## src/hdl/slcfr_pkg.sv

```systemverilog
// ----------------------------------------------------------------------------
// slcfr_pkg
// Shared types and constants for the sync/length/CRC16 frame receiver.
// ----------------------------------------------------------------------------
package slcfr_pkg;

  typedef logic [7:0]  byte_t;
  typedef logic [15:0] crc_t;
  typedef logic [16:0] pos_t;
  typedef logic [1:0]  status_t;

  localparam byte_t SYNC_FIRST  = 8'hAA;
  localparam byte_t SYNC_SECOND = 8'h55;

  localparam crc_t CRC_INIT = 16'hFFFF;
  localparam crc_t CRC_POLY = 16'hA001;

  localparam pos_t FRAME_OVERHEAD = 17'd10;

  // byte positions within a frame
  localparam pos_t POS_HUNT    = 17'd0;
  localparam pos_t POS_SYNC2   = 17'd1;
  localparam pos_t POS_VERSION = 17'd2;
  localparam pos_t POS_TYPE    = 17'd3;
  localparam pos_t POS_SEQ_LO  = 17'd4;
  localparam pos_t POS_SEQ_HI  = 17'd5;
  localparam pos_t POS_LEN_LO  = 17'd6;
  localparam pos_t POS_LEN_HI  = 17'd7;
  localparam pos_t POS_PAYLOAD = 17'd8;

  localparam logic KIND_PAYLOAD = 1'b0;
  localparam logic KIND_END     = 1'b1;

  localparam status_t STATUS_OK      = 2'd0;
  localparam status_t STATUS_BAD_VER = 2'd1;
  localparam status_t STATUS_BAD_CRC = 2'd2;

  localparam logic CFG_EXPECTED_VERSION = 1'b0;
  localparam logic CFG_MAX_FRAME_BYTES  = 1'b1;

endpackage

```

## src/hdl/slcfr_crc.sv

```systemverilog
// ----------------------------------------------------------------------------
// slcfr_crc
// CRC16-Modbus update by one byte, reflected polynomial, eight unrolled steps.
// ----------------------------------------------------------------------------
module slcfr_crc
  import slcfr_pkg::*;
(
  input  crc_t  crc_in,
  input  byte_t data_in,
  output crc_t  crc_out
);

  always_comb begin
    crc_t c;
    c = crc_in ^ {8'h00, data_in};
    for (int k = 0; k < 8; k++) begin
      if (c[0]) begin
        c = (c >> 1) ^ CRC_POLY;
      end else begin
        c = c >> 1;
      end
    end
    crc_out = c;
  end

endmodule

```

## src/hdl/sync_length_crc16_frame_receiver.sv

```systemverilog
// ----------------------------------------------------------------------------
// sync_length_crc16_frame_receiver
// Hunts for 0xAA 0x55, parses header, forwards payload bytes and reports
// frame end with version/CRC status.
// ----------------------------------------------------------------------------
//  channel | direction | handshake            | payload
//  in_     | input     | in_valid / in_stall  | rx_byte
//  out_    | output    | out_valid / out_stall| kind, byte, offset, type, seq,
//          |           |                      | length, status
//  cfg_    | input     | cfg_valid / cfg_ready| index, data
//
// One byte per cycle unless a held result stalls; input and result registers.
// Frame state updates as a byte moves from the input register to the result
// register; that move waits only while a held result is stalled.
// rst_n is synchronous; it returns the parser to the sync hunt and loads the
// register defaults (version 1, max frame 256 bytes).
// ----------------------------------------------------------------------------
module sync_length_crc16_frame_receiver
  import slcfr_pkg::*;
(
  input  logic         clk,
  input  logic         rst_n,

  input  logic         in_valid,
  output logic         in_stall,
  input  logic [7:0]   in_rx_byte,

  output logic         out_valid,
  input  logic         out_stall,
  output logic         out_result_kind,
  output logic [7:0]   out_payload_byte,
  output logic [15:0]  out_payload_offset,
  output logic [7:0]   out_frame_type,
  output logic [15:0]  out_sequence_number,
  output logic [15:0]  out_length_field,
  output logic [1:0]   out_frame_status,

  input  logic         cfg_valid,
  output logic         cfg_ready,
  input  logic         cfg_index,
  input  logic [16:0]  cfg_data
);

  byte_t   exp_ver_r;
  pos_t    max_bytes_r;

  logic    v1_r;
  byte_t   b1_r;

  pos_t    pos_r, pos_nxt;
  crc_t    crc_r, crc_nxt;
  byte_t   ver_r, ver_nxt;
  byte_t   type_r, type_nxt;
  logic [15:0] seq_r, seq_nxt;
  logic [15:0] len_r, len_nxt;
  byte_t   crc_lo_r, crc_lo_nxt;

  logic    ov_r;
  logic    kind_r;
  byte_t   pbyte_r;
  logic [15:0] offs_r;
  status_t status_r;

  logic    out_free;
  logic    s1_go;
  logic    in_acc;
  logic    emit;
  logic    emit_kind;
  logic [15:0] emit_offs;
  status_t emit_status;

  crc_t    crc_seed;
  crc_t    crc_upd;
  pos_t    pos_inc;
  pos_t    crc_lo_pos;
  pos_t    frame_len;
  logic [15:0] len_full;
  logic [15:0] rx_crc;

  assign cfg_ready = 1'b1;

  always_ff @(posedge clk) begin
    if (!rst_n) begin
      exp_ver_r   <= 8'd1;
      max_bytes_r <= 17'd256;
    end else if (cfg_valid && cfg_ready) begin
      unique case (cfg_index)
        CFG_EXPECTED_VERSION: exp_ver_r   <= cfg_data[7:0];
        CFG_MAX_FRAME_BYTES:  max_bytes_r <= cfg_data;
      endcase
    end
  end

  assign out_free = !ov_r || !out_stall;
  assign s1_go    = v1_r && out_free;
  assign in_stall = v1_r && !out_free;
  assign in_acc   = in_valid && !in_stall;

  always_ff @(posedge clk) begin
    if (!rst_n) begin
      v1_r <= 1'b0;
    end else if (in_acc) begin
      v1_r <= 1'b1;
    end else if (s1_go) begin
      v1_r <= 1'b0;
    end
  end

  always_ff @(posedge clk) begin
    if (in_acc) begin
      b1_r <= in_rx_byte;
    end
  end

  assign crc_seed   = (pos_r == POS_VERSION) ? CRC_INIT : crc_r;
  assign pos_inc    = pos_r + 17'd1;
  assign crc_lo_pos = {1'b0, len_r} + POS_PAYLOAD;
  assign len_full   = {b1_r, len_r[7:0]};
  assign frame_len  = {1'b0, len_full} + FRAME_OVERHEAD;
  assign rx_crc     = {b1_r, crc_lo_r};

  slcfr_crc u_crc (
    .crc_in  (crc_seed),
    .data_in (b1_r),
    .crc_out (crc_upd)
  );

  always_comb begin
    pos_nxt     = pos_r;
    crc_nxt     = crc_r;
    ver_nxt     = ver_r;
    type_nxt    = type_r;
    seq_nxt     = seq_r;
    len_nxt     = len_r;
    crc_lo_nxt  = crc_lo_r;
    emit        = 1'b0;
    emit_kind   = KIND_PAYLOAD;
    emit_offs   = 16'd0;
    emit_status = STATUS_OK;
    priority if (pos_r == POS_HUNT) begin
      if (b1_r == SYNC_FIRST) begin
        pos_nxt = POS_SYNC2;
      end
    end else if (pos_r == POS_SYNC2) begin
      if (b1_r == SYNC_SECOND) begin
        pos_nxt = POS_VERSION;
      end else if (b1_r != SYNC_FIRST) begin
        pos_nxt = POS_HUNT;
      end
    end else if (pos_r < POS_PAYLOAD) begin
      crc_nxt = crc_upd;
      pos_nxt = pos_inc;
      unique case (pos_r[2:0])
        POS_VERSION[2:0]: ver_nxt  = b1_r;
        POS_TYPE[2:0]:    type_nxt = b1_r;
        POS_SEQ_LO[2:0]:  seq_nxt  = {8'h00, b1_r};
        POS_SEQ_HI[2:0]:  seq_nxt  = {b1_r, seq_r[7:0]};
        POS_LEN_LO[2:0]:  len_nxt  = {8'h00, b1_r};
        default: begin
          len_nxt = len_full;
          if (frame_len > max_bytes_r) begin
            pos_nxt = POS_HUNT;
          end
        end
      endcase
    end else if (pos_r < crc_lo_pos) begin
      crc_nxt   = crc_upd;
      pos_nxt   = pos_inc;
      emit      = 1'b1;
      emit_kind = KIND_PAYLOAD;
      emit_offs = pos_r[15:0] - POS_PAYLOAD[15:0];
    end else if (pos_r == crc_lo_pos) begin
      crc_lo_nxt = b1_r;
      pos_nxt    = pos_inc;
    end else begin
      emit      = 1'b1;
      emit_kind = KIND_END;
      pos_nxt   = POS_HUNT;
      priority if (ver_r != exp_ver_r) begin
        emit_status = STATUS_BAD_VER;
      end else if (rx_crc != crc_r) begin
        emit_status = STATUS_BAD_CRC;
      end else begin
        emit_status = STATUS_OK;
      end
    end
  end

  always_ff @(posedge clk) begin
    if (!rst_n) begin
      pos_r    <= POS_HUNT;
      crc_r    <= CRC_INIT;
      ver_r    <= 8'd0;
      type_r   <= 8'd0;
      seq_r    <= 16'd0;
      len_r    <= 16'd0;
      crc_lo_r <= 8'd0;
    end else if (s1_go) begin
      pos_r    <= pos_nxt;
      crc_r    <= crc_nxt;
      ver_r    <= ver_nxt;
      type_r   <= type_nxt;
      seq_r    <= seq_nxt;
      len_r    <= len_nxt;
      crc_lo_r <= crc_lo_nxt;
    end
  end

  always_ff @(posedge clk) begin
    if (!rst_n) begin
      ov_r <= 1'b0;
    end else if (out_free) begin
      ov_r <= s1_go && emit;
    end
  end

  // result beat payload; type/seq/len come from the header registers as they
  // stand while the byte is processed
  logic [7:0]  otype_r;
  logic [15:0] oseq_r;
  logic [15:0] olen_r;

  always_ff @(posedge clk) begin
    if (out_free && s1_go && emit) begin
      kind_r   <= emit_kind;
      pbyte_r  <= (emit_kind == KIND_PAYLOAD) ? b1_r : 8'h00;
      offs_r   <= emit_offs;
      otype_r  <= type_r;
      oseq_r   <= seq_r;
      olen_r   <= len_r;
      status_r <= emit_status;
    end
  end

  assign out_valid           = ov_r;
  assign out_result_kind     = kind_r;
  assign out_payload_byte    = pbyte_r;
  assign out_payload_offset  = offs_r;
  assign out_frame_type      = otype_r;
  assign out_sequence_number = oseq_r;
  assign out_length_field    = olen_r;
  assign out_frame_status    = status_r;

endmodule

```

## config.mk

```make
export PLATFORM = sky130hd
export DESIGN_NAME = sync_length_crc16_frame_receiver
export DESIGN_NICKNAME = d
export VERILOG_FILES = /design/src/hdl/slcfr_pkg.sv /design/src/hdl/slcfr_crc.sv /design/src/hdl/sync_length_crc16_frame_receiver.sv
export SDC_FILE = /design/constraint.sdc
export NUM_CORES = 1
export LEC_CHECK = 0
export ABC_AREA = 0
export ABC_CLOCK_PERIOD_IN_PS = 5900
export BUFFER_PORTS_ARGS = -buffer_cell sky130_fd_sc_hd__buf_2
export CELL_PAD_IN_SITES_DETAIL_PLACEMENT = 1
export CELL_PAD_IN_SITES_GLOBAL_PLACEMENT = 1
export CORE_UTILIZATION = 46
export DETAILED_ROUTE_END_ITERATION = 10
export PLACE_DENSITY_LB_ADDON = 0.1
export SYNTH_ARGS = -nofsm -noshare
export SYNTH_HDL_FRONTEND = slang
export SYNTH_SLANG_ARGS = --single-unit
```

## constraint.sdc

```tcl
create_clock -name clk -period 5.9 [get_ports clk]
set_input_delay 0.885 -clock clk [delete_from_list [all_inputs] [get_ports clk]]
set_output_delay 0.885 -clock clk [all_outputs]
set_load 0.02 [all_outputs]
```

==> results of run 1 <==
==> layer usage <==
metal  vias up  global-route usage, %  part of all wire, %
met5         -                      0                    0
met4         0                   7.66                  1.2
met3        22                   3.31                  4.8
met1      3424                   33.3                   46
met2       138                   40.3                   48
li1       3397                      -                    -
==> logic make-up (layout without fill, tap and decap cells) <==
group | count (synthesis) | after routing
other cells | 1 | 1
simple gates | 350 | 350
fa+ha+maj | 44 | 44
xor+xnor | 94 | 94
mux | 24 | 24
flops | 191 | 191
buf+inv | 96 | 174
compound gates | 151 | 151
==> layout make-up <==
type / instances / area [um^2] / area share (%)
Clock buffer: 17 / 425 / 3.93
Sequential cell: 191 / 4570 / 42.3
Timing Repair Buffer: 108 / 563 / 5.20
Clock inverter: 15 / 191 / 1.77
Inverter: 34 / 128 / 1.18
Tap cell: 270 / 338 / 3.12
Multi-Input combinational cell: 664 / 4600 / 42.5
==> cells in the final DEF (no fill, tap or decap), types with 8 or more instances in the layout <==
cell type / count
o21ai_2: 8
nand3_1: 26
mux2i_1: 24
buf_4: 9
nor2b_1: 47
nor3b_1: 10
a21boi_0: 40
nand2_1: 128
o211ai_1: 13
clkbuf_16: 17
ha_1: 44
dfxtp_1: 116
buf_2: 99
edfxtp_1: 75
xor2_1: 31
xnor2_1: 60
and3_1: 12
o21ai_0: 9
nand4_1: 17
a22oi_1: 8
and2_1: 10
inv_1: 33
a21boi_1: 9
nor2_1: 47
a21oi_1: 19
a21o_1: 20
nor3_1: 8
==> report_power, final <==
group	internal [W]	switching, W	total [W]	leakage, nW
Clock	0.000579	0.000616	0.00119	0.296
Sequential	0.00137	0.0000173	0.00139	1.75
Combinational	0.0000610	0.0000775	0.000138	2.56
==> state kept, by name, indices dropped and copies added (netlist names) <==
signal               cells
len_r                   16
crc_lo_r                 8
out_payload_byte         8
out_frame_status         2
max_bytes_r             17
b1_r                     8
out_payload_offset      16
out_result_kind          1
out_sequence_number     16
out_frame_type           8
pos_r                   17
crc_r                   16
v1_r                     1
ver_r                    8
out_valid                1
exp_ver_r                8
out_length_field        16
type_r                   8
seq_r                   16
==> path summary, 6_finish.rpt <==
kind / from / to / slack, ns
hold reg to reg: type_r[6] / out_frame_type[6] / 0.44
setup / recovery: b1_r[0] / pos_r[10] / 1.52
setup reg to reg: b1_r[0] / pos_r[10] / 1.52
hold / removal: type_r[6] / out_frame_type[6] / 0.44
==> per-stage QoR <==
| stage | setup WS [ns] | total power (W) | hold slack [ns] | area, um^2 | util [%] |
|---|---|---|---|---|---|
| finish | 1.52 | 0.00272 | 0.435 | 10800 | 53.3 |
| global route | 1.22 | 0.00280 | 0.443 | 10800 | 53.3 |
| CTS | 1.57 | 0.00274 | 0.433 | 10800 | 53.3 |
| detailed placement | 1.64 | 0.00156 | 0.415 | 10200 | 50.3 |
| global placement | 1.72 | 0.00156 | 0.410 | 10200 | 50.3 |
| floorplan | 1.58 | 0.00151 | 0.406 | 9570 | - |
==> run_results.csv, run 1 <==
group,metric,value,unit
cells_and_area,fillers,2320,
floorplanning,row_count,52,
setup_path,path_delay_family,"compound AO/OA/AOI/OAI gates",
synthesis,synthesis.area_per_instance,10.1,um^2
sta,finClkSkew,0.0163,ns
synthesis,synthSimpleGateAreaFrac,19.2,%
synthesis,synth_compound_area_share,11.4,%
clocking,clkLatencyLatePin,0.46,ns
synthesis,synth-main-ff-cell,"dfxtp_1",
synthesis,netlist_instances,951,
drt,drc,0,
synthesis,yosysTopAreaCellShare,24.3,%
setup_path,cp.depth,13,
floorplanning,die-area,21400,um^2
drt,wl_per_cell,19.3,um
synthesis,synth_async_sr_flop_share,0,%
synthesis,synthMuxAreaShare,2.51,%
sta,rsz0062_at_grt,"no",
global_routing,grtUsageTotal,24.5,%
cells_and_area,diodes,0,
clocking,clockRootBuffer,"clkbuf_16",
synthesis,synth-edff-count,75,
clocking,clkSlewWorstSetupHoldPaths,0.08,ns
global_routing,grt_overflow,0,
synthesis,synth_top_family_by_area,"simple AND/OR/NAND/NOR gates",
synthesis,ys_warn_count,0,
synthesis,yosys-top-cells-area,"dfxtp_1, edfxtp_1, ha_1",
synthesis,synthesis.nets,1026,
placed_design,gp_congestion,0.854,
synthesis,synth_xor_area_share,9.03,%
power_and_ir_drop,p_leak,4.60,nW
setup_path,worstSetupEndpointType,"flop",
cells_and_area,nets,1091,
power_and_ir_drop,powerDensity,252,nW/um^2
sta,hold_viol,0,
placed_design,port_buffers,99,
synthesis,synth_fa_ha_area_share,5.75,%
placed_design,dp_cells,1267,
sta,period_needed,4.38,ns
clocking,cts_setup_buffers,0,
clocking,cts_tree,"yes",
floorplanning,ioPinCount,101,
sta,drv_slew,0,
synthesis,yosys-top-cells-count,"nand2_1, dfxtp_1, edfxtp_1",
global_routing,antenna_found_initial,0,
placed_design,hpwl,17300,um
clocking,clk_path_buf_depth,2,
flow_run,maxCapViolations,0,
sta,finalSetupViolCount,0,
cells_and_area,area_growth,13.0,%
setup_path,cp_slowest_stage_delay,0.89,ns
setup_path,critPathLaunchType,"flop",
floorplanning,start_util,47.2,%
clocking,clock-sinks,191,
drt,num_vias,6981,
hold_path,hp-class,"flop to flop",
sta,fmax,0.228,GHz
synthesis,synth_area,9570,um^2
setup_path,ff2ff_path_depth,13,
floorplanning,coreArea,20300,um^2
floorplanning,die_y,146,um
setup_path,crit_chain,"nand4_1 > or3b_2 > nor2_1 > xor2_1 > ha_1 > a21o_1 > a21o_1 > a21oi_1 > o211ai_1 > o211ai_1 > o211ai_2 > nor3b_1 > a21o_1",
drt,via_per_inst,5.37,
power_and_ir_drop,ir_drop,207,uV
clocking,cts_htree_levels,4,
synthesis,yosys.area.top_type,"dfxtp_1",
drt,drtIter0Drc,368,
hold_path,min_path_cells,0,
sta,finalSetupTns,0,ns
setup_path,cp.arrival,4.79,ns
synthesis,seq_area_frac_synth,47.8,%
synthesis,ys_ff_latch,191,
global_routing,grt_pass1_wl,40600,um
drt,wl,25000,um
cells_and_area,fin_cells,1299,
sta,slew_headroom,27.1,%
setup_path,path_buf_inv,0,
synthesis,synth_cell_types,68,
cells_and_area,layout-drive-gt1-share,16.8,%
drt,ant_nets,0,
clocking,cts_hold_buf,0,
clocking,cts_resized,0,
clocking,cts_buffers,17,
setup_path,cp_common_cell,"a21o_1",
setup_path,path_max_fanout,21,
global_routing,grt_pass1_vias,7379,
run_status,status,"finished clean",
synthesis,yosysMostFrequentCell,"nand2_1",
setup_path,crit_type,"flop to flop",
floorplanning,dieWidth,146,um
drt,first_pass_iters,4,
setup_path,cp.required,6.30,ns
sta,tightest_slew,1.09,ns
global_routing,grt_max_degree,107,
sta,final.period_utilization,74.3,%
setup_path,crit_path_top_delay_cell,"edfxtp_1",
No activity file was read; power rests on OpenSTA's default activity.
==> run 2: changes to the inputs <==
ABC_AREA = 1   (was 0)
ABC_CLOCK_PERIOD_IN_PS = 4320   (was 5900)
CORE_UTILIZATION = 45   (was 46)
clock period = 4.32 ns   (was 5.9 ns; I/O delays follow)
==> run 2 against run 1 <==
  * Maximum frequency grew 12%
  * Final cell count grew 12%
  * Die area grew 2.7%
  * Critical endpoint is now out_sequence_number[5]
  * Critical path depth grew 3
  * Sequential share of layout area shrank 0.55 points
  * Via count grew 11%
  * Design area grew 1.3%
  * Utilization shrank 1.2 points
  * Area after synthesis grew 0.51%
  * Worst setup slack lost 1.1 ns
==> run_results.csv, run 2 <==
group,metric,value,unit
run_status,status,"finished clean",
cells_and_area,final_cell_mix,"nand2_1, dfxtp_1, a21oi_1",
sta,finClkSkew,0.0146,ns
cells_and_area,fin_cells,1457,
sta,finalSetupViolCount,0,
floorplanning,die_y,148,um
drt,wl,27000,um
sta,rsz0062_at_grt,"no",
global_routing,grt_pass1_wl,43100,um
floorplanning,dieWidth,148,um
clocking,cts_buffers,17,
synthesis,synthSimpleGateAreaFrac,20.3,%
global_routing,antenna_found_initial,1,
synthesis,synth_cell_types,50,
clocking,clockRootBuffer,"clkbuf_16",
clocking,clkLatencyLatePin,0.44,ns
floorplanning,coreArea,21000,um^2
synthesis,yosys.area.top_type,"dfxtp_1",
cells_and_area,area_growth,13.9,%
synthesis,yosysTopAreaCellShare,24.1,%
hold_path,min_path_cells,1,
setup_path,crit_type,"flop to flop",
cells_and_area,final_common_cell,"nand2_1",
cells_and_area,nets,1244,
synthesis,yosysMostFrequentCell,"nand2_1",
cells_and_area,fin_area,11000,um^2
clocking,cts_htree_levels,4,
clocking,cts_setup_buffers,0,
power_and_ir_drop,p_leak,4.73,nW
drt,num_vias,7775,
synthesis,yosys-top-cells-count,"nand2_1, dfxtp_1, a21oi_1",
setup_path,worstSetupEndpointType,"flop",
sta,final.period_utilization,91.0,%
power_and_ir_drop,powerDensity,341,nW/um^2
clocking,cts_tree,"yes",
drt,drtIter0Drc,283,
sta,fmax,0.254,GHz
clocking,cts_hold_buf,0,
synthesis,synthMuxAreaShare,0,%
synthesis,netlist_instances,1080,
cells_and_area,fillers,2524,
synthesis,yosys-top-cells-area,"dfxtp_1, edfxtp_1, a21oi_1",
placed_design,gp_congestion,0.834,
floorplanning,row_count,53,
drt,via_per_inst,5.34,
cells_and_area,largest_registers,"max_bytes_r (17), pos_r (17)",
power_and_ir_drop,ir_drop,265,uV
synthesis,synth-edff-count,75,
power_and_ir_drop,p_sw,0.000957,W
floorplanning,start_util,45.8,%
synthesis,synth_xor_area_share,5.56,%
flow_run,maxCapViolations,0,
power_and_ir_drop,p_clk_share,44.1,%
drt,first_pass_iters,5,
floorplanning,ioPinCount,101,
setup_path,critPathLaunchType,"flop",
setup_path,path_max_fanout,16,
synthesis,synth-main-ff-cell,"dfxtp_1",
drt,wl_met1,12000,um
power_and_ir_drop,p_int,0.00279,W
clocking,clkSlewWorstSetupHoldPaths,0.08,ns
placed_design,hpwl,19600,um
clocking,cts_resized,0,
power_and_ir_drop,switching_share,25.6,%
synthesis,synth_area,9620,um^2
sta,period_needed,3.93,ns
sta,fin_hold_ws,0.379,ns
setup_path,cp.required,4.45,ns
sta,slew_headroom,33.7,%
sta,finalSetupTns,0,ns
floorplanning,die-area,22000,um^2
setup_path,reg2reg_from,"len_r[3]",
synthesis,seq_area_frac_synth,47.5,%
sta,drv_slew,0,
power_and_ir_drop,pwr-share-seq,50.7,%
global_routing,grt_max_degree,48,
synthesis,ys_warn_count,0,
drt,highest_layer,"met5",
clocking,clk_path_buf_depth,2,
drt,dr_wl_met2,13500,um
global_routing,grt_overflow,0,
synthesis,synth_top_family_by_area,"simple AND/OR/NAND/NOR gates",
power_and_ir_drop,power,0.00374,W
global_routing,grt_pass1_vias,7946,
hold_path,hp-class,"input port to flop",
setup_path,cp.arrival,4.06,ns
drt,wl_per_cell,18.5,um
hold_path,hold_start,"in_rx_byte[7]",
synthesis,synth_async_sr_flop_share,0,%
sta,hold_viol,0,
sta,tightest_slew,0.985,ns
synthesis,synthesis.area_per_instance,8.91,um^2
placed_design,port_buffers,99,
setup_path,cp-startpoint,"len_r[3]",
synthesis,synth_fa_ha_area_share,5.72,%
placed_design,placed_area,10300,um^2
synthesis,ys_ff_latch,191,
drt,drc,0,
drt,ant_nets,0,
synthesis,synth_compound_area_share,13.2,%
cells_and_area,diodes,0,
placed_design,dp_cells,1425,
cells_and_area,layout-drive-gt1-share,19.6,%
global_routing,grtUsageTotal,25.6,%
synthesis,synthesis.nets,1155,
power_and_ir_drop,pwr-share-comb,5.3,%
drt,wl_met3,973,um
clocking,clock-sinks,191,
setup_path,ff2ff_path_depth,16,
## run 2: cell count changes in the layout (fill, tap and decap cells not counted), sizes merged, moves of 31 or more
cell	before	now
nand3	28	59
inv	40	129
nor2	49	98
nor2b	47	0
a21boi	49	0
o21ai	24	84
xnor2	60	12
a21oi	19	111
nand2	133	165
## run 2: layout make-up
class,instances,area (um^2),share of cell area [%]
timing repair buffer,112,606,5.53
clock inverter,15,194,1.77
inverter,129,484,4.42
sequential,191,4570,41.7
tap,275,344,3.14
multi-input combinational,718,4330,39.5
clock buffer,17,425,3.88
## run 2: critical path, stage by stage (launching register included)
cell and delay, ns:
dfxtp_1 0.42, ha_1 0.24, nand2_1 0.11, nor3_1 0.40, inv_1 0.12, nor3_1 0.25
nand4_1 0.15, xor2_1 0.17, ha_1 0.28, nand2_1 0.11, o21ai_0 0.10, a21oi_1 0.12
o21ai_1 0.12, nand2_1 0.15, inv_1 0.08, nor2_4 0.43, buf_4 0.35
## run 2: stage by stage
| stage | setup slack [ns] | util, % |
|---|---|---|
| 2_1_floorplan | 0.545 | - |
| 3_3_place_gp | 0.519 | 49.1 |
| 3_5_place_dp | 0.298 | 49.1 |
| 4_1_cts | 0.225 | 52.1 |
| 5_1_grt | 0.0431 | 52.1 |
| 6_report | 0.390 | 52.1 |
## run 2: kinds of logic after synthesis
| kind of cell | after synthesis |
|---|---|
| AOI/OAI and AO/OA | 228 |
| xor gates and xnor gates | 56 |
| adders and majority gates | 44 |
| buffers and inverters | 171 |
| DFF | 191 |
| other | 1 |
| and+or+nand+nor | 389 |
## run 2: path summary, 6_finish.rpt
| kind | to | slack, ns |
|---|---|---|
| max | out_sequence_number[5] | 0.39 |
| min | b1_r[7] | 0.38 |
| max reg2reg | out_sequence_number[5] | 0.39 |
| min reg2reg | out_frame_type[6] | 0.43 |
## run 2: metal layers
| layer | GRT usage (%) | vias up |
|---|---|---|
| li1 | - | 3819 |
| met1 | 32.7 | 3779 |
| met2 | 43.7 | 143 |
| met3 | 4.33 | 32 |
| met4 | 8.61 | 2 |
| met5 | 0 | - |
## run 2: power groups by stage
stage | registers, W | logic (W) | clock network, W
2_1_floorplan | 0.00193 | 0.000135 | 0
3_3_place_gp | 0.00194 | 0.000193 | 0
3_5_place_dp | 0.00194 | 0.000197 | 0
4_1_cts | 0.00190 | 0.000199 | 0.00167
5_1_grt | 0.00190 | 0.000223 | 0.00174
6_report | 0.00190 | 0.000197 | 0.00165
==> run 3: changes to the inputs <==
--- a/config.mk
+++ b/config.mk
@@ -8,3 +8,3 @@
 export ABC_AREA = 1
-export ABC_CLOCK_PERIOD_IN_PS = 4320
+export ABC_CLOCK_PERIOD_IN_PS = 3300
 export BUFFER_PORTS_ARGS = -buffer_cell sky130_fd_sc_hd__buf_2
@@ -12,3 +12,3 @@
 export CELL_PAD_IN_SITES_GLOBAL_PLACEMENT = 1
-export CORE_UTILIZATION = 45
+export CORE_UTILIZATION = 41
 export DETAILED_ROUTE_END_ITERATION = 10
==> constraint.sdc (replaced) <==
create_clock -name clk -period 3.3 [get_ports clk]
set_input_delay 0.495 -clock clk [delete_from_list [all_inputs] [get_ports clk]]
set_output_delay 0.495 -clock clk [all_outputs]
set_load 0.1 [all_outputs]
==> run 3 against run 2 <==
  * The run now ends with setup timing left
  * Clock-buffer cell count increased by 1
  * Final cell count increased by 6.8%
  * Routed wire length increased by 6.5%
  * Combinational power increased by 51%
  * Die area increased by 9.6%
  * First-iteration DRC count increased by 59%
  * Register-to-register slack got worse by 0.40 ns
  * Worst hold slack got worse by 0.13 ns
  * Clock skew decreased by 0.00052 ns
  * Design area increased by 8.0%
  * Non-clock buffer count increased by 61
  * Clock power increased by 28%
==> run_results.csv, run 3 (same netlist as run 2, synthesis figures left out) <==
group,metric,value,unit
clocking,cts_htree_levels,4,
cells_and_area,final_common_cell,"nand2_1",
drt,ant_nets,0,
drt,first_pass_iters,4,
global_routing,grt_use_met3,4.12,%
drt,wl,28700,um
flow_run,maxCapViolations,0,
cells_and_area,final_cell_mix,"nand2_1, dfxtp_1, a21oi_1",
drt,drtIter0Drc,449,
sta,fmax,0.302,GHz
global_routing,grt_pass1_wl,44700,um
setup_path,ff2ff_path_depth,19,
clocking,clk_path_buf_depth,2,
power_and_ir_drop,p_int,0.00363,W
clocking,clockRootBuffer,"clkbuf_16",
cells_and_area,fillers,2668,
floorplanning,coreArea,22800,um^2
setup_path,crit_path_top_delay_cell,"dfxtp_2",
sta,setup_ws,-0.0121,ns
setup_path,path_buf_inv,4,
cells_and_area,largest_registers,"max_bytes_r (17), pos_r (17)",
clocking,clkLatencyLatePin,0.44,ns
setup_path,crit_chain,"inv_2 > nor3_4 > nand4_1 > nor2_2 > nand3_2 > nor2_2 > buf_4 > nand4_1 > ha_1 > nand2_1 > nor2_1 > nand2_1 > o21ai_2 > nand2_1 > or2_4 > buf_12 > buf_4 > o2111ai_1 > a21oi_1",
sta,period_needed,3.31,ns
sta,final.period_utilization,100,%
floorplanning,start_util,42.1,%
power_and_ir_drop,power,0.00488,W
cells_and_area,area_growth,23.0,%
setup_path,crit_type,"flop to flop",
hold_path,hold_start,"in_rx_byte[4]",
setup_path,cp_common_cell,"nand2_1",
sta,finalSetupTns,-0.0121,ns
setup_path,rrSetupSlack,-0.01,ns
global_routing,gr-max-usage-layer,"met2",
drt,drc,0,
setup_path,cp.arrival,3.61,ns
placed_design,hpwl,20700,um
floorplanning,die-area,24100,um^2
global_routing,grt_max_degree,48,
floorplanning,row_count,55,
power_and_ir_drop,p_leak,5.14,nW
hold_path,hp-class,"input port to flop",
cells_and_area,nets,1305,
sta,slew_headroom,37.9,%
placed_design,gp_congestion,0.857,
hold_path,min_path_cells,1,
setup_path,r2r-end,"pos_r[12]",
power_and_ir_drop,p_clk_share,43.2,%
power_and_ir_drop,p_sw,0.00126,W
floorplanning,die_y,155,um
drt,num_vias,8076,
floorplanning,ioPinCount,101,
power_and_ir_drop,pwr-share-seq,50.7,%
power_and_ir_drop,switching_share,25.7,%
global_routing,grtUsageTotal,24.3,%
clocking,clock-sinks,191,
run_status,violations,"setup timing",
setup_path,path_delay_family,"simple AND/OR/NAND/NOR gates",
clocking,cts_buffers,17,
cells_and_area,diodes,0,
global_routing,grt_pass1_vias,8157,
setup_path,path_max_fanout,5,
sta,rsz0062_at_grt,"yes",
global_routing,grtUsageMet2,42.3,%
power_and_ir_drop,ir_drop,311,uV
drt,via_per_inst,5.19,
sta,finalSetupViolCount,1,
cells_and_area,layout-drive-gt1-share,26.9,%
sta,drv_slew,0,
power_and_ir_drop,powerDensity,412,nW/um^2
cells_and_area,final_util,51.8,%
run_status,status,"finished, violations left",
placed_design,port_buffers,99,
setup_path,cp_slowest_stage_delay,0.37,ns
sta,finClkSkew,0.0141,ns
setup_path,reg2reg_from,"len_r[4]",
hold_path,whs_endpoint,"b1_r[4]",
setup_path,critPathLaunchType,"flop",
global_routing,antenna_found_initial,0,
sta,hold_viol,0,
setup_path,cp.required,3.60,ns
floorplanning,dieWidth,155,um
clocking,cts_tree,"yes",
drt,wl_per_cell,18.5,um
global_routing,grt_overflow,0,
clocking,clkSlewWorstSetupHoldPaths,0.08,ns
clocking,cts_hold_buf,0,
sta,fin_hold_ws,0.248,ns
power_and_ir_drop,pwr-share-comb,6.1,%
sta,tightest_slew,0.930,ns
setup_path,worstSetupEndpointType,"flop",
global_routing,gr-usage-met1,31.1,%
run 3: changes by cell type in the layout (fill, tap and decap cells not counted), sizes merged:
cell and change:
clkinvlp -1, bufinv -1, clkbuf +2, inv +1
buf +60
run 3: worst max path at each step:
stage | startpoint | endpoint | cells past startpoint
2_1_floorplan | len_r[5] | out_frame_status[0] | 16
3_3_place_gp | len_r[4] | out_frame_status[0] | 18
3_5_place_dp | len_r[4] | pos_r[1] | 20
4_1_cts | len_r[4] | out_payload_byte[7] | 19
5_1_grt | len_r[4] | out_length_field[7] | 19
6_report | len_r[4] | pos_r[12] | 19
run 3: worst reg2reg max path, stage by stage, from the launching register on:
cell and delay [ns]:
dfxtp_2 0.37, inv_2 0.06, nor3_4 0.18, nand4_1 0.17
nor2_2 0.21, nand3_2 0.11, nor2_2 0.13, buf_4 0.13
nand4_1 0.10, ha_1 0.33, nand2_1 0.09, nor2_1 0.14
nand2_1 0.08, o21ai_2 0.20, nand2_1 0.11, or2_4 0.29
buf_12 0.15, buf_4 0.13, o2111ai_1 0.09, a21oi_1 0.10
run 3: per-stage QoR:
stage	cells	setup WS [ns]	instance area, um^2
floorplan	1080	-0.296	9650
global placement	1507	-0.0381	10800
detailed placement	1507	-0.199	10800
CTS	1548	-0.00589	11500
global route	1556	-0.222	11800
finish	1556	-0.0121	11800
run 3: repair_timing:
action	CTS	global route
gates resized for setup	14	47
cloned	1	1
setup buffers	8	7
setup endpoints to repair	103	117
pin swaps	6	20
run 3: power groups by stage:
stage                     combinational (W)  clock (W)  sequential (W)
after CTS                          0.000288    0.00215         0.00248
after global routing               0.000330    0.00224         0.00248
final                              0.000297    0.00211         0.00248
after global placement             0.000279          0         0.00253
after floorplan                    0.000180          0         0.00252
after detailed placement           0.000286          0         0.00253
run 3: per-layer routing:
layer,routed length [um],vias up
met1,12900,3945
li1,-,3953
met5,0,-
met3,1030,33
met4,447,0
met2,14400,145
run 3: area by class of cell:
class                           instances  area (um^2)  share of cell area, %
Clock buffer                           18          450                   3.80
Clock inverter                         14          154                   1.30
Inverter                              129          494                   4.17
Multi-Input combinational cell        718         4550                   38.5
Sequential cell                       191         4580                   38.7
Tap cell                              313          392                   3.31
Timing Repair Buffer                  173         1220                   10.3
